==> config.mk <==
export PLATFORM = sky130hd
export DESIGN_NAME = msgpack_value_encoder
export DESIGN_NICKNAME = d
export VERILOG_FILES = /design/src/hdl/mve_pkg.sv /design/src/hdl/mve_front.sv /design/src/hdl/mve_queue.sv /design/src/hdl/mve_back.sv /design/src/hdl/msgpack_value_encoder.sv
export SDC_FILE = /design/constraint.sdc
export NUM_CORES = 1
export LEC_CHECK = 0
export BUFFER_PORTS_ARGS = -buffer_cell sky130_fd_sc_hd__buf_2
export CAP_MARGIN = 20
export CORE_ASPECT_RATIO = 0.8
export CORE_MARGIN = 8
export CORE_UTILIZATION = 40
export DETAILED_ROUTE_END_ITERATION = 16
export PLACE_DENSITY = 0.56
export SLEW_MARGIN = 20
export SYNTH_ARGS = -nofsm -noshare
export SYNTH_HDL_FRONTEND = slang
export SYNTH_SLANG_ARGS = --single-unit
==> constraint.sdc <==
create_clock -name aclk -period 6.7 [get_ports aclk]
set_clock_uncertainty 0.2 [all_clocks]
set_input_delay 0 -clock aclk [delete_from_list [all_inputs] [get_ports aclk]]
set_output_delay 0 -clock aclk [all_outputs]
set_load 0.02 [all_outputs]
==> src/hdl/mve_pkg.sv <==
`default_nettype none
// ----------------------------------------------------------------------------
// mve_pkg
// Shared types and constants for the MessagePack value encoder.
// ----------------------------------------------------------------------------
package mve_pkg;

    // operation codes
    localparam logic [3:0] OP_NIL   = 4'd0;
    localparam logic [3:0] OP_BOOL  = 4'd1;
    localparam logic [3:0] OP_INT   = 4'd2;
    localparam logic [3:0] OP_UINT  = 4'd3;
    localparam logic [3:0] OP_F32   = 4'd4;
    localparam logic [3:0] OP_F64   = 4'd5;
    localparam logic [3:0] OP_STR   = 4'd6;
    localparam logic [3:0] OP_BIN   = 4'd7;
    localparam logic [3:0] OP_ARRAY = 4'd8;
    localparam logic [3:0] OP_MAP   = 4'd9;
    localparam logic [3:0] OP_EXT   = 4'd10;
    localparam logic [3:0] OP_BYTE  = 4'd11;

    // format bytes
    localparam logic [7:0] MP_NIL      = 8'hC0;
    localparam logic [7:0] MP_FALSE    = 8'hC2;
    localparam logic [7:0] MP_TRUE     = 8'hC3;
    localparam logic [7:0] MP_BIN8     = 8'hC4;
    localparam logic [7:0] MP_BIN16    = 8'hC5;
    localparam logic [7:0] MP_BIN32    = 8'hC6;
    localparam logic [7:0] MP_EXT8     = 8'hC7;
    localparam logic [7:0] MP_EXT16    = 8'hC8;
    localparam logic [7:0] MP_EXT32    = 8'hC9;
    localparam logic [7:0] MP_FLOAT32  = 8'hCA;
    localparam logic [7:0] MP_FLOAT64  = 8'hCB;
    localparam logic [7:0] MP_UINT8    = 8'hCC;
    localparam logic [7:0] MP_UINT16   = 8'hCD;
    localparam logic [7:0] MP_UINT32   = 8'hCE;
    localparam logic [7:0] MP_UINT64   = 8'hCF;
    localparam logic [7:0] MP_INT8     = 8'hD0;
    localparam logic [7:0] MP_INT16    = 8'hD1;
    localparam logic [7:0] MP_INT32    = 8'hD2;
    localparam logic [7:0] MP_INT64    = 8'hD3;
    localparam logic [7:0] MP_STR8     = 8'hD9;
    localparam logic [7:0] MP_STR16    = 8'hDA;
    localparam logic [7:0] MP_STR32    = 8'hDB;
    localparam logic [7:0] MP_ARRAY16  = 8'hDC;
    localparam logic [7:0] MP_ARRAY32  = 8'hDD;
    localparam logic [7:0] MP_MAP16    = 8'hDE;
    localparam logic [7:0] MP_MAP32    = 8'hDF;
    localparam logic [3:0] MP_FIXMAP   = 4'h8;
    localparam logic [3:0] MP_FIXARRAY = 4'h9;
    localparam logic [2:0] MP_FIXSTR   = 3'b101;

    // longest encoding: format byte plus eight data bytes
    localparam int MAX_BYTES = 9;
    localparam int CNT_W     = 4;

    // queue between front and back
    localparam int QDEPTH = 4;
    localparam int QAW    = 2;

    typedef struct packed {
        logic [3:0]         op;
        logic [63:0]        value;
        logic [31:0]        length;
        logic signed [7:0]  ext_type;
    } in_item_t;

    typedef struct packed {
        logic [7:0] out_byte;
        logic       last;
    } out_item_t;

    // encoded bytes, first byte in the top lane
    typedef struct packed {
        logic [8*MAX_BYTES-1:0] bytes;
        logic [CNT_W-1:0]       count;
    } desc_t;

    typedef struct packed {
        logic             bursting;
        logic [CNT_W-1:0] remain;
    } back_status_t;

endpackage : mve_pkg
`default_nettype wire

==> src/hdl/mve_front.sv <==
`default_nettype none
// ----------------------------------------------------------------------------
// mve_front
// Accepts items, picks the MessagePack form and builds the byte descriptor.
// ----------------------------------------------------------------------------
module mve_front
    import mve_pkg::*;
(
    input  wire logic      aclk,
    input  wire logic      aresetn,
    input  wire logic      s_valid,
    output logic           s_ready,
    input  wire in_item_t  s_item,
    output logic           push_valid,
    input  wire logic      push_ready,
    output desc_t          push_desc
);

    logic  valid_reg, valid_next;
    desc_t desc_reg, desc_next;
    desc_t cls;

    function automatic desc_t enc_uint(input logic [63:0] v);
        desc_t d;
        if (v[63:7] == '0) begin
            d.bytes = {v[7:0], 64'b0};              d.count = 4'd1;
        end else if (v[63:8] == '0) begin
            d.bytes = {MP_UINT8, v[7:0], 56'b0};    d.count = 4'd2;
        end else if (v[63:16] == '0) begin
            d.bytes = {MP_UINT16, v[15:0], 48'b0};  d.count = 4'd3;
        end else if (v[63:32] == '0) begin
            d.bytes = {MP_UINT32, v[31:0], 32'b0};  d.count = 4'd5;
        end else begin
            d.bytes = {MP_UINT64, v};               d.count = 4'd9;
        end
        return d;
    endfunction

    function automatic desc_t enc_int(input logic [63:0] v);
        desc_t d;
        if (!v[63]) begin
            d = enc_uint(v);
        end else if (&v[63:5]) begin
            d.bytes = {v[7:0], 64'b0};              d.count = 4'd1;
        end else if (&v[63:7]) begin
            d.bytes = {MP_INT8, v[7:0], 56'b0};     d.count = 4'd2;
        end else if (&v[63:15]) begin
            d.bytes = {MP_INT16, v[15:0], 48'b0};   d.count = 4'd3;
        end else if (&v[63:31]) begin
            d.bytes = {MP_INT32, v[31:0], 32'b0};   d.count = 4'd5;
        end else begin
            d.bytes = {MP_INT64, v};                d.count = 4'd9;
        end
        return d;
    endfunction

    function automatic desc_t enc_len3(input logic [31:0] len, input logic [7:0] c8,
                                       input logic [7:0] c16, input logic [7:0] c32);
        desc_t d;
        if (len[31:8] == '0) begin
            d.bytes = {c8, len[7:0], 56'b0};        d.count = 4'd2;
        end else if (len[31:16] == '0) begin
            d.bytes = {c16, len[15:0], 48'b0};      d.count = 4'd3;
        end else begin
            d.bytes = {c32, len, 32'b0};            d.count = 4'd5;
        end
        return d;
    endfunction

    function automatic desc_t enc_count(input logic [31:0] len, input logic [3:0] fix,
                                        input logic [7:0] c16, input logic [7:0] c32);
        desc_t d;
        if (len[31:4] == '0) begin
            d.bytes = {fix, len[3:0], 64'b0};       d.count = 4'd1;
        end else if (len[31:16] == '0) begin
            d.bytes = {c16, len[15:0], 48'b0};      d.count = 4'd3;
        end else begin
            d.bytes = {c32, len, 32'b0};            d.count = 4'd5;
        end
        return d;
    endfunction

    function automatic desc_t enc_ext(input logic [31:0] len, input logic [7:0] et);
        desc_t d;
        if (len[31:8] == '0) begin
            d.bytes = {MP_EXT8, len[7:0], et, 48'b0};   d.count = 4'd3;
        end else if (len[31:16] == '0) begin
            d.bytes = {MP_EXT16, len[15:0], et, 40'b0}; d.count = 4'd4;
        end else begin
            d.bytes = {MP_EXT32, len, et, 24'b0};       d.count = 4'd6;
        end
        return d;
    endfunction

    always_comb begin
        cls.bytes = '0;
        cls.count = '0;
        unique case (s_item.op)
            OP_NIL: begin
                cls.bytes = {MP_NIL, 64'b0};
                cls.count = 4'd1;
            end
            OP_BOOL: begin
                cls.bytes = {(s_item.value[0] ? MP_TRUE : MP_FALSE), 64'b0};
                cls.count = 4'd1;
            end
            OP_INT:   cls = enc_int(s_item.value);
            OP_UINT:  cls = enc_uint(s_item.value);
            OP_F32: begin
                cls.bytes = {MP_FLOAT32, s_item.value[31:0], 32'b0};
                cls.count = 4'd5;
            end
            OP_F64: begin
                cls.bytes = {MP_FLOAT64, s_item.value};
                cls.count = 4'd9;
            end
            OP_STR: begin
                if (s_item.length[31:5] == '0) begin
                    cls.bytes = {MP_FIXSTR, s_item.length[4:0], 64'b0};
                    cls.count = 4'd1;
                end else begin
                    cls = enc_len3(s_item.length, MP_STR8, MP_STR16, MP_STR32);
                end
            end
            OP_BIN:   cls = enc_len3(s_item.length, MP_BIN8, MP_BIN16, MP_BIN32);
            OP_ARRAY: cls = enc_count(s_item.length, MP_FIXARRAY, MP_ARRAY16, MP_ARRAY32);
            OP_MAP:   cls = enc_count(s_item.length, MP_FIXMAP, MP_MAP16, MP_MAP32);
            OP_EXT:   cls = enc_ext(s_item.length, s_item.ext_type);
            OP_BYTE: begin
                cls.bytes = {s_item.value[7:0], 64'b0};
                cls.count = 4'd1;
            end
            default: begin
                // unused codes produce no bytes
                cls.bytes = '0;
                cls.count = '0;
            end
        endcase
    end

    assign s_ready    = !valid_reg || push_ready;
    assign push_valid = valid_reg;
    assign push_desc  = desc_reg;

    always_comb begin
        valid_next = valid_reg;
        desc_next  = desc_reg;
        if (s_valid && s_ready) begin
            // items that encode to nothing are dropped here
            valid_next = (cls.count != '0);
            desc_next  = cls;
        end else if (push_ready) begin
            valid_next = 1'b0;
        end
    end

    always_ff @(posedge aclk) begin
        if (!aresetn) begin
            valid_reg <= 1'b0;
        end else begin
            valid_reg <= valid_next;
        end
        desc_reg <= desc_next;
    end

endmodule : mve_front
`default_nettype wire

==> src/hdl/mve_queue.sv <==
`default_nettype none
// ----------------------------------------------------------------------------
// mve_queue
// Short descriptor queue between the classifier and the serializer.
// ----------------------------------------------------------------------------
module mve_queue
    import mve_pkg::*;
(
    input  wire logic   aclk,
    input  wire logic   aresetn,
    input  wire logic   push_valid,
    output logic        push_ready,
    input  wire desc_t  push_desc,
    output logic        pop_valid,
    input  wire logic   pop_ready,
    output desc_t       pop_desc,
    output logic [QAW:0] fill
);

    desc_t          mem [QDEPTH];
    logic [QAW-1:0] wr_ptr_reg, wr_ptr_next;
    logic [QAW-1:0] rd_ptr_reg, rd_ptr_next;
    logic [QAW:0]   fill_reg, fill_next;
    logic           do_push, do_pop;

    assign push_ready = (fill_reg != (QAW+1)'(QDEPTH));
    assign pop_valid  = (fill_reg != '0);
    assign pop_desc   = mem[rd_ptr_reg];
    assign fill       = fill_reg;

    assign do_push = push_valid && push_ready;
    assign do_pop  = pop_valid && pop_ready;

    always_comb begin
        wr_ptr_next = do_push ? wr_ptr_reg + 1'b1 : wr_ptr_reg;
        rd_ptr_next = do_pop  ? rd_ptr_reg + 1'b1 : rd_ptr_reg;
        fill_next   = fill_reg;
        if (do_push && !do_pop) begin
            fill_next = fill_reg + 1'b1;
        end else if (do_pop && !do_push) begin
            fill_next = fill_reg - 1'b1;
        end
    end

    always_ff @(posedge aclk) begin
        if (!aresetn) begin
            wr_ptr_reg <= '0;
            rd_ptr_reg <= '0;
            fill_reg   <= '0;
        end else begin
            wr_ptr_reg <= wr_ptr_next;
            rd_ptr_reg <= rd_ptr_next;
            fill_reg   <= fill_next;
        end
    end

    always_ff @(posedge aclk) begin
        if (do_push) begin
            mem[wr_ptr_reg] <= push_desc;
        end
    end

endmodule : mve_queue
`default_nettype wire

==> src/hdl/mve_back.sv <==
`default_nettype none
// ----------------------------------------------------------------------------
// mve_back
// Serializer: sends the bytes of each descriptor one per cycle while m_ready is high.
// ----------------------------------------------------------------------------
module mve_back
    import mve_pkg::*;
(
    input  wire logic   aclk,
    input  wire logic   aresetn,
    input  wire logic   pop_valid,
    output logic        pop_ready,
    input  wire desc_t  pop_desc,
    output logic        m_valid,
    input  wire logic   m_ready,
    output out_item_t   m_item,
    output back_status_t status
);

    localparam int WORD_W = 8*(MAX_BYTES-1);

    logic              m_valid_reg, m_valid_next;
    out_item_t         m_item_reg, m_item_next;
    logic [WORD_W-1:0] word_reg, word_next;
    logic [CNT_W-1:0]  remain_reg, remain_next;
    logic              advance;

    assign advance   = !m_valid_reg || m_ready;
    assign pop_ready = advance && (remain_reg == '0);

    always_comb begin
        m_valid_next = m_valid_reg;
        m_item_next  = m_item_reg;
        word_next    = word_reg;
        remain_next  = remain_reg;
        if (advance) begin
            m_valid_next = 1'b0;
            if (remain_reg != '0) begin
                m_valid_next         = 1'b1;
                m_item_next.out_byte = word_reg[WORD_W-1 -: 8];
                m_item_next.last     = (remain_reg == CNT_W'(1));
                word_next            = {word_reg[WORD_W-9:0], 8'b0};
                remain_next          = remain_reg - 1'b1;
            end else if (pop_valid) begin
                m_valid_next         = 1'b1;
                m_item_next.out_byte = pop_desc.bytes[8*MAX_BYTES-1 -: 8];
                m_item_next.last     = (pop_desc.count == CNT_W'(1));
                word_next            = pop_desc.bytes[WORD_W-1:0];
                remain_next          = pop_desc.count - 1'b1;
            end
        end
    end

    always_ff @(posedge aclk) begin
        if (!aresetn) begin
            m_valid_reg <= 1'b0;
            remain_reg  <= '0;
        end else begin
            m_valid_reg <= m_valid_next;
            remain_reg  <= remain_next;
        end
        m_item_reg <= m_item_next;
        word_reg   <= word_next;
    end

    assign m_valid         = m_valid_reg;
    assign m_item          = m_item_reg;
    assign status.bursting = (remain_reg != '0);
    assign status.remain   = remain_reg;

endmodule : mve_back
`default_nettype wire

==> src/hdl/msgpack_value_encoder.sv <==
`default_nettype none
// path: an item is registered in the classifier, the queue and the serializer output
// throughput: one output byte per cycle unless m_ready stalls; an item of n bytes
//   (1 to 9) holds the serializer until sent, so 1-byte items flow at one per cycle
// a four-entry descriptor queue lets intake run ahead of long header bursts
// reset: aresetn synchronous active low, clears all valids and the queue
// ----------------------------------------------------------------------------
// msgpack_value_encoder
// MessagePack element encoder: classifier, descriptor queue and byte serializer.
// ----------------------------------------------------------------------------
module msgpack_value_encoder
    import mve_pkg::*;
(
    input  wire logic      aclk,
    input  wire logic      aresetn,
    input  wire logic      s_valid,
    output logic           s_ready,
    input  wire in_item_t  s_item,
    output logic           m_valid,
    input  wire logic      m_ready,
    output out_item_t      m_item
);

    logic         push_valid, push_ready;
    desc_t        push_desc;
    logic         pop_valid, pop_ready;
    desc_t        pop_desc;
    logic [QAW:0] q_fill;
    back_status_t b_status;

    mve_front u_front (
        .aclk       (aclk),
        .aresetn    (aresetn),
        .s_valid    (s_valid),
        .s_ready    (s_ready),
        .s_item     (s_item),
        .push_valid (push_valid),
        .push_ready (push_ready),
        .push_desc  (push_desc)
    );

    mve_queue u_queue (
        .aclk       (aclk),
        .aresetn    (aresetn),
        .push_valid (push_valid),
        .push_ready (push_ready),
        .push_desc  (push_desc),
        .pop_valid  (pop_valid),
        .pop_ready  (pop_ready),
        .pop_desc   (pop_desc),
        .fill       (q_fill)
    );

    mve_back u_back (
        .aclk      (aclk),
        .aresetn   (aresetn),
        .pop_valid (pop_valid),
        .pop_ready (pop_ready),
        .pop_desc  (pop_desc),
        .m_valid   (m_valid),
        .m_ready   (m_ready),
        .m_item    (m_item),
        .status    (b_status)
    );

    // queue fill never goes past its depth
    a_fill_bound: assert property (@(posedge aclk) disable iff (!aresetn)
        q_fill <= (QAW+1)'(QDEPTH))
        else $error("descriptor queue overfilled");

    // bytes still pending in the serializer imply a byte on the output
    a_burst_shown: assert property (@(posedge aclk) disable iff (!aresetn)
        b_status.bursting |-> m_valid)
        else $error("serializer burst without output byte");

    // a byte without last always has more bytes of the same item behind it
    a_not_last: assert property (@(posedge aclk) disable iff (!aresetn)
        (m_valid && !m_item.last) |-> b_status.bursting)
        else $error("non-final byte with nothing left to send");

    // nothing is popped while a burst is still being sent
    a_no_pop_mid_burst: assert property (@(posedge aclk) disable iff (!aresetn)
        b_status.bursting |-> !pop_ready)
        else $error("descriptor popped during burst");

endmodule : msgpack_value_encoder
`default_nettype wire

==> key figures, run 1 <==
Synthesis
  • Main synth FF type: edfxtp_1
  • Avg Inst Size Synth: 14.4 um2
  • Synth top area share: 67.1%
  • Top area cells in the synthesized netlist: edfxtp_1, mux4_2, nand2_1, dfxtp_1, and2_1
  • Post-synth ARST share: 0%
  • Synth area leader: edfxtp_1
  • Post-Syn Area: 0.0203 mm2
  • Register bit total from synthesis: 468
  • Sequential area share after synthesis: 68.6%
  • Distinct cells, synth: 73
  • Post-synth EDFFs: 453
  • Post-synthesis cell count: 1405
  • Synth Warn #: 0
  • Mapped Nets: 1527

Floorplan
  • Row count: 73
  • Initial Utilization: 40.7%
  • IO Pins: 123
  • Die Span Y: 217 um
  • Core area: 0.0499 mm2
  • Die ar.: 0.0582 mm2
  • Die width: 268 um

Power
  • Pwr Total: 8.15 mW
  • Power Density: 331 mW/mm2
  • Total leakage power: 8.68 nW
  • VDD IR max: 0.000230 V

Clock network
  • CTS tree: yes
  • Num CTS Buffers: 48
  • Hold buffer count at CTS: 145
  • CTS resizes: 0
  • Root Buffer: clkbuf_16
  • Setup repair bufs after CTS: 0
  • CTS max path bufs: 3
  • H-tree Lvls: 2
  • Clk_lat worst skew: 0.60 ns
  • Clock-pin transition on the worst setup and hold timing paths: 0.06 ns
  • Clock Sinks: 468

GRT
  • Initial antenna violation count: 3
  • Largest net degree at the start of global routing: 69
  • Total GRT Usage: 21.8%
  • GRT overflow: 0
  • First-pass GRT wire length: 94700 um
  • Vias in the first global route: 13945

STA
  • Max Slew Vio Count: 0
  • RSZ-0062 raised after global routing: false
  • Slew margin rel.: 23.1%
  • Fin crit period: 4.59 ns
  • Final Hold Fails: 0
  • Worst slew pin tran: 1.14 ns
  • Final setup fails: 0
  • Setup tns final: 0 ns
  • Crit share post-route: 68.6%
  • Max Freq: 218 MHz

Detailed routing
  • TritonRoute pass-1 iters: 7
  • Iter 0 DRT Violations: 1541
  • DR DRC count: 0
  • Metal-1 WL: 28200 um
  • Met2 WL: 27200 um
  • Top sig layer: met4
  • Via/cell ratio: 5.88
  • Final wirelength: 63900 um
  • Routed vias: 14024
  • Post-DRT Antenna Nets: 0
  • WL per Instance: 26.8 um
  • Met3 routed WL: 6340 um

Final layout
  • Largest register FFs: 304
  • Layout cells sized above 1: 18.6%
  • Number of antenna diodes: 0
  • Nets: 1794
  • Filler instances: 4400
  • Area Overhead vs Synth: 21.4%

Worst setup path
  • CP arrival: 4.85 ns
  • Crit Path Class: input pin to flop
  • Worst Setup End Kind: flop
  • Worst path required time: 6.96 ns
  • Crit path launch type: input pin
  • CP Max Fanout: 25

Run
  • Maxcap violations: 0

Place
  • I/O Buffers: 122
  • Final HPWL DP: 42500 um
  • Gpl congestion: 0.952

Status
  • Status: finished clean

Min path
  • Min-Delay Path Class: input pin to flop
layer usage:
metal  track usage [%]  vias to the layer above
li1                  -                     6027
met1              32.1                     7091
met2              31.3                      771
met3              5.23                      135
met4              7.42                        0
met5                 0                        -
area by class of cell:
type	instances	area, um2	area share [%]
Clock buffer	66	1280	5.19
Clock inverter	22	189	0.767
Inverter	22	85.1	0.345
Multi-Input combinational cell	838	6060	24.6
Sequential cell	468	13900	56.5
Tap cell	675	845	3.43
Timing Repair Buffer	294	2260	9.19
stage by stage:
step,worst slack [ns],std cells,utilization [%],hold WS (ns),area [um2]
2_1_floorplan,1.13,1405,-,-0.0718,20300
5_1_grt,2.00,2385,49.4,0.0899,24600
3_5_place_dp,3.02,2152,43.5,0.163,21700
4_1_cts,2.20,2385,49.4,0.00843,24600
6_report,2.11,2385,49.4,0.0773,24600
3_3_place_gp,2.90,2152,43.5,0.154,21700
power breakdown:
| part | switching, mW | internal (mW) |
|---|---|---|
| logic | 1.05 | 0.568 |
| clock network | 1.13 | 1.39 |
| registers | 0.196 | 3.81 |
layout by cell type (no fill, tap or decap), drive strengths merged, types with 19 or more instances in the layout:
cell type    netlist  routed
dlygate4sd3        0     145
nand2            260     260
o21ai             51      51
mux4              76      76
buf               13     149
clkbuf            64      66
nand3             21      21
nor4              30      30
nor2              46      46
inv               21      24
nand4             22      22
a21o              21      21
clkinv             1      19
edfxtp           453     453
and2              46      46
a21oi             52      52
cell usage after synthesis (all sizes together), types with 6 or more instances:
cell	count
edfxtp	453
nand2	260
mux4	76
clkbuf	64
a21oi	52
o21ai	51
and2	46
nor2	46
nor4	30
nand4	22
a21o	21
inv	21
nand3	21
nor3	18
dfxtp	15
a31oi	14
buf	13
a22oi	12
o211ai	11
o221ai	11
a22o	10
a32oi	9
ha	9
o21bai	9
a21boi	7
nor2b	7
o21a	7
a221o	6
critical path, stage by stage:
cell	delay, ns
dlygate4sd3_1	0.53
buf_2	0.14
nor4_1	0.78
and4_1	0.51
buf_4	0.38
o2111a_1	0.40
a221oi_1	0.15
dlygate4sd3_1	0.61
o21ai_0	0.13
dlygate4sd3_1	0.56
a31o_2	0.10
dlygate4sd3_1	0.55
worst paths after layout:
| check | start | end | slack, ns | depth (start not counted) |
|---|---|---|---|---|
| setup / recovery | s_item[34] | u_front.push_desc[61]$_DFFE_PP_ | 2.11 | 12 |
| hold reg to reg | u_front.push_desc[59]$_DFFE_PP_ | u_queue.mem[1][59]$_DFFE_PP_ | 0.30 | 0 |
| hold / removal | s_item[8] | u_front.push_desc[68]$_DFFE_PP_ | 0.08 | 5 |
| setup reg to reg | u_back.remain_reg[0]$_SDFFE_PN0P_ | u_back.word_reg[44]$_DFFE_PP_ | 3.37 | 6 |
cells by family (layout without fill, tap and decap cells):
group                    after synthesis  count (layout)  share of synthesized area [%]
buffers and inverters                 99             404                           1.93
AND/OR/NAND/NOR                      476             476                           10.9
flip-flops                           468             468                           68.6
XOR/XNOR                               8               8                          0.345
AO/OA/AOI/OAI                        267             267                           9.15
adder cells (fa/ha/maj)               10              10                          0.654
multiplexers                          77              77                           8.49
Power figures use the tool's default switching activity.
==> inputs of run 2 (changes only) <==
Clock period 6.7 ns to 4.8 ns, I/O delays scaled along.
==> run 2 against run 1 <==
Net effect:
- register-to-register slack lost 1.4 ns
- critical path type unchanged
- count of clock-buffer cells in the layout fell by 15
- via count decreased by 0.98%
- critical endpoint is now u_front.push_desc[40]$_DFFE_PP_
- combinational power increased by 42%
- global-route usage grew 0.31 points
- die area unchanged
- clock power grew 53%
- cell area increased by 0.23%
- highest routed layer unchanged
==> key figures, run 2 (synthesis results as in run 1) <==
Status
  • Status: finished clean

Worst setup path
  • CP Max Fanout: 23
  • Flop-to-flop setup slack: 1.93 ns
  • CP arrival: 4.62 ns
  • FF-to-FF Start: u_queue.fill[0]$_SDFFE_PN0P_
  • Crit Path Class: input pin to flop
  • Worst Setup End Kind: flop
  • Worst Setup SP: s_item[95]
  • Worst path required time: 4.93 ns
  • Crit path launch type: input pin

Final layout
  • Nets: 1786
  • Largest register FFs: 304
  • Layout cells sized above 1: 19.5%
  • Final Cell Area: 0.0247 mm2
  • Area Overhead vs Synth: 21.7%
  • Commonest non-fill, non-tap cell in the layout: edfxtp_1
  • Most frequent cells in the layout: edfxtp_1, nand2_1, dlygate4sd3_1
  • Non-filler cells, final: 2376

Min path
  • Min-delay src: s_item[1]
  • Min-Delay Path Class: input pin to flop

Detailed routing
  • DR DRC count: 0
  • TritonRoute pass-1 iters: 6
  • Post-DRT Antenna Nets: 0
  • Final wirelength: 65100 um
  • Iter 0 DRT Violations: 1665
  • WL per Instance: 27.4 um
  • Routed vias: 13887
  • Via/cell ratio: 5.84

STA
  • Max Freq: 223 MHz
  • Worst slew pin tran: 1.04 ns
  • Max Slew Vio Count: 0
  • Crit share post-route: 93.4%
  • Setup tns final: 0 ns
  • RSZ-0062 raised after global routing: false
  • Final Hold Fails: 0
  • Fin crit period: 4.48 ns
  • Final setup fails: 0
  • Slew margin rel.: 30.5%

Power
  • Total leakage power: 8.74 nW
  • VDD IR max: 0.000395 V
  • Power Density: 476 mW/mm2

Place
  • Gpl congestion: 0.984
  • Final HPWL DP: 44100 um
  • I/O Buffers: 122
  • Placed Cells incl. Taps: 2163
  • Area after DPL: 0.0218 mm2

Clock network
  • CTS resizes: 0
  • Clock-pin transition on the worst setup and hold timing paths: 0.06 ns
  • CTS max path bufs: 3
  • Clock Sinks: 468
  • Root Buffer: clkbuf_16
  • H-tree Lvls: 2
  • Clk_lat worst skew: 0.58 ns
  • Setup repair bufs after CTS: 0
  • CTS tree: yes
  • Hold buffer count at CTS: 127
  • Num CTS Buffers: 47

Run
  • Maxcap violations: 0

GRT
  • GRT overflow: 0
  • Vias in the first global route: 13883
  • Largest net degree at the start of global routing: 75
  • Initial antenna violation count: 0
  • Total GRT Usage: 22.1%
  • First-pass GRT wire length: 95500 um

Floorplan
  • Core area: 0.0499 mm2
  • Die width: 268 um
  • Row count: 73
  • IO Pins: 123
  • Die ar.: 0.0582 mm2
  • Die Span Y: 217 um
  • Initial Utilization: 40.7%
## run 2: per-layer routing
layer | global-route usage [%] | up-vias | share of wire (%)
met5 | 0 | - | 0
met4 | 7.10 | 0 | 3.0
met3 | 4.86 | 129 | 8.9
met2 | 31.7 | 750 | 42
met1 | 33.1 | 6988 | 46
li1 | - | 6020 | -
## run 2: worst paths after layout
check / end / cells past startpoint
hold reg to reg: u_queue.mem[1][11]$_DFFE_PP_ / 0
setup reg to reg: u_queue.mem[2][48]$_DFFE_PP_ / 4
setup / recovery: u_front.push_desc[40]$_DFFE_PP_ / 12
hold / removal: u_front.push_desc[29]$_DFFE_PP_ / 3
## run 2: per-stage QoR
step	utilization, %	setup WS [ns]	power (mW)	hold WS (ns)
floorplan	-	0.878	6.99	-0.0718
global placement	43.7	1.29	7.88	0.149
detailed placement	43.7	1.46	7.91	0.162
CTS	49.5	0.466	11.9	0.000415
global route	49.5	0.159	12.3	0.00533
finish	49.5	0.316	11.8	0.0548
## run 2: final cells by class
type / count / area [um2]
well taps: 675 / 845
fillers: 4362 / 25200
multi-input cells: 838 / 6060
inverters: 22 / 85.1
clock buffers: 51 / 1190
flip-flops and latches: 468 / 13900
repair buffers: 287 / 2170
clock inverters: 34 / 429
diodes: 1 / 2.50
## run 2: power breakdown
group | switching (mW) | internal, mW
logic | 1.50 | 0.794
registers | 0.283 | 5.32
clock network | 1.57 | 2.29
## run 2: critical path: stages
cell           delay, ns
dlygate4sd3_1       0.53
buf_2               0.15
nor4_1              0.32
nand2_1             0.17
or4_1               0.90
a221oi_4            0.58
inv_4               0.18
buf_4               0.25
a22o_1              0.25
dlygate4sd3_1       0.55
a21o_1              0.15
dlygate4sd3_1       0.55
==> inputs of run 3 (changes only) <==
Settings changed: MAX_ROUTING_LAYER set to met4.
==> run 3 against run 2 <==
Net effect:
- final cell count grew 0.67%
- sequential share of layout area shrank 0.20 points
- total power shrank 0.90%
- flip-flop and latch count is the same
- global-route usage grew 0.91 points
- critical path type unchanged
- via count grew 2.3%
- utilization grew 0.18 points
- largest power group unchanged
- cell area grew 0.35%
- wire length grew 1.2%
- register-to-register slack is essentially flat
- clock power shrank 3%
- fmax shrank 1.5%
- highest routed layer unchanged
==> key figures, run 3 (synthesis results as in run 1) <==
Place
  • Gpl congestion: 1.00
  • Final HPWL DP: 43800 um
  • I/O Buffers: 122

Clock network
  • CTS max path bufs: 3
  • Num CTS Buffers: 48
  • CTS tree: yes
  • H-tree Lvls: 2
  • Clk_lat worst skew: 0.60 ns
  • Root Buffer: clkbuf_16
  • Clock Sinks: 468
  • Clock-pin transition on the worst setup and hold timing paths: 0.06 ns

STA
  • Final Hold Fails: 0
  • Slew margin rel.: 20.8%
  • RSZ-0062 raised after global routing: false
  • Crit share post-route: 94.9%
  • Max Freq: 220 MHz
  • Fin crit period: 4.55 ns
  • Worst slew pin tran: 1.18 ns
  • Setup tns final: 0 ns
  • Max Slew Vio Count: 0
  • Final setup fails: 0

Floorplan
  • Row count: 73
  • Die ar.: 0.0582 mm2
  • IO Pins: 123
  • Initial Utilization: 40.7%
  • Die width: 268 um
  • Core area: 0.0499 mm2
  • Die Span Y: 217 um

Power
  • VDD IR max: 0.000296 V
  • Power Density: 470 mW/mm2
  • Pwr Total: 11.6 mW
  • Total leakage power: 8.79 nW

Detailed routing
  • Final wirelength: 65900 um
  • DR DRC count: 0
  • Routed vias: 14209
  • WL per Instance: 27.6 um
  • TritonRoute pass-1 iters: 6
  • Iter 0 DRT Violations: 1781
  • Via/cell ratio: 5.94
  • Post-DRT Antenna Nets: 0

Status
  • Status: finished clean

Final layout
  • Area Overhead vs Synth: 22.2%
  • Final core occ: 49.7%
  • Nets: 1802
  • Multi-input logic area: 0.00606 mm2
  • Flip-flop and latch area: 0.0139 mm2
  • Number of antenna diodes: 0
  • Most frequent cells in the layout: edfxtp_1, nand2_1, dlygate4sd3_1
  • Filler instances: 4352
  • Largest register FFs: 304
  • Commonest non-fill, non-tap cell in the layout: edfxtp_1
  • Layout cells sized above 1: 19.3%

Worst setup path
  • CP arrival: 4.81 ns
  • Crit path launch type: input pin
  • Worst Setup SP: s_item[35]
  • Capture point of the worst reg-to-reg path: u_queue.mem[3][48]$_DFFE_PP_
  • Flop-to-flop setup slack: 1.94 ns
  • Crit Path Class: input pin to flop
  • CP Max Fanout: 15
  • Worst Setup End Kind: flop
  • Setup crit end: u_front.push_desc[66]$_DFFE_PP_
  • FF-to-FF Start: u_queue.fill[0]$_SDFFE_PN0P_
  • R2R cell count: 4
  • Worst path required time: 5.06 ns

GRT
  • Largest net degree at the start of global routing: 69
  • First-pass GRT wire length: 96400 um
  • GRT overflow: 0
  • Initial antenna violation count: 0
  • Vias in the first global route: 14066
  • Total GRT Usage: 23.0%

Min path
  • Min-Delay Path Class: input pin to flop

Run
  • Maxcap violations: 0
-- run 3: report_power, final --
part / total [mW] / switching (mW) / leakage (nW) / internal, mW
Combinational: 2.30 / 1.50 / 3.61 / 0.805
Sequential: 5.62 / 0.294 / 4.41 / 5.32
Clock: 3.73 / 1.58 / 0.765 / 2.15
-- run 3: worst min path at each step --
| stage | from | to | cells after the start |
|---|---|---|---|
| final | s_item[103] | u_front.push_desc[67]$_DFFE_PP_ | 5 |
| after global routing | s_item[103] | u_front.push_desc[72]$_DFFE_PP_ | 3 |
| after CTS | s_item[103] | u_front.push_desc[67]$_DFFE_PP_ | 5 |
| after detailed placement | aresetn | u_back.remain_reg[0]$_SDFFE_PN0P_ | 3 |
| after global placement | aresetn | u_back.remain_reg[0]$_SDFFE_PN0P_ | 3 |
| after floorplan | aresetn | u_back.remain_reg[1]$_SDFFE_PN0P_ | 1 |
-- run 3: cell type report --
cell class              count  share of cell area [%]
inverters                  22                   0.343
clock inverters            29                    1.23
repair buffers            302                    9.34
multi-input cells         838                    24.4
well taps                 675                    3.41
flip-flops and latches    468                    56.1
clock buffers              58                    5.09
-- run 3: repair_timing --
action	CTS	global route
hold endpoints to repair	134	0
hold buffers	141	0
gates resized for setup	0	0
buffers inserted	0	0
-- run 3: stage by stage --
| stage | hold slack (ns) | setup slack [ns] | area [um2] | instances |
|---|---|---|---|---|
| 2_1_floorplan | -0.0718 | 0.878 | 20300 | 1405 |
| 3_3_place_gp | 0.157 | 1.33 | 21800 | 2164 |
| 3_5_place_dp | 0.161 | 1.39 | 21800 | 2164 |
| 4_1_cts | 0.0271 | 0.307 | 24800 | 2392 |
| 5_1_grt | 0.0719 | 0.0911 | 24800 | 2392 |
| 6_report | 0.0357 | 0.245 | 24800 | 2392 |
-- run 3: critical path, cell delays in order --
cell	delay, ns
dlygate4sd3_1	0.54
buf_2	0.13
nor4_1	0.69
and4_1	0.71
a21oi_1	0.18
dlygate4sd3_1	0.63
nand2_1	0.07
dlygate4sd3_1	0.55
a32o_1	0.13
dlygate4sd3_1	0.55
or3_1	0.09
dlygate4sd3_1	0.54
-- run 3: routing by layer --
metal	GRT usage (%)	vias up	wire length, um
li1	-	6036	-
met1	33.8	7163	30000
met2	32.2	861	27800
met3	4.17	149	6130
met4	7.17	0	2040
met5	-	-	0
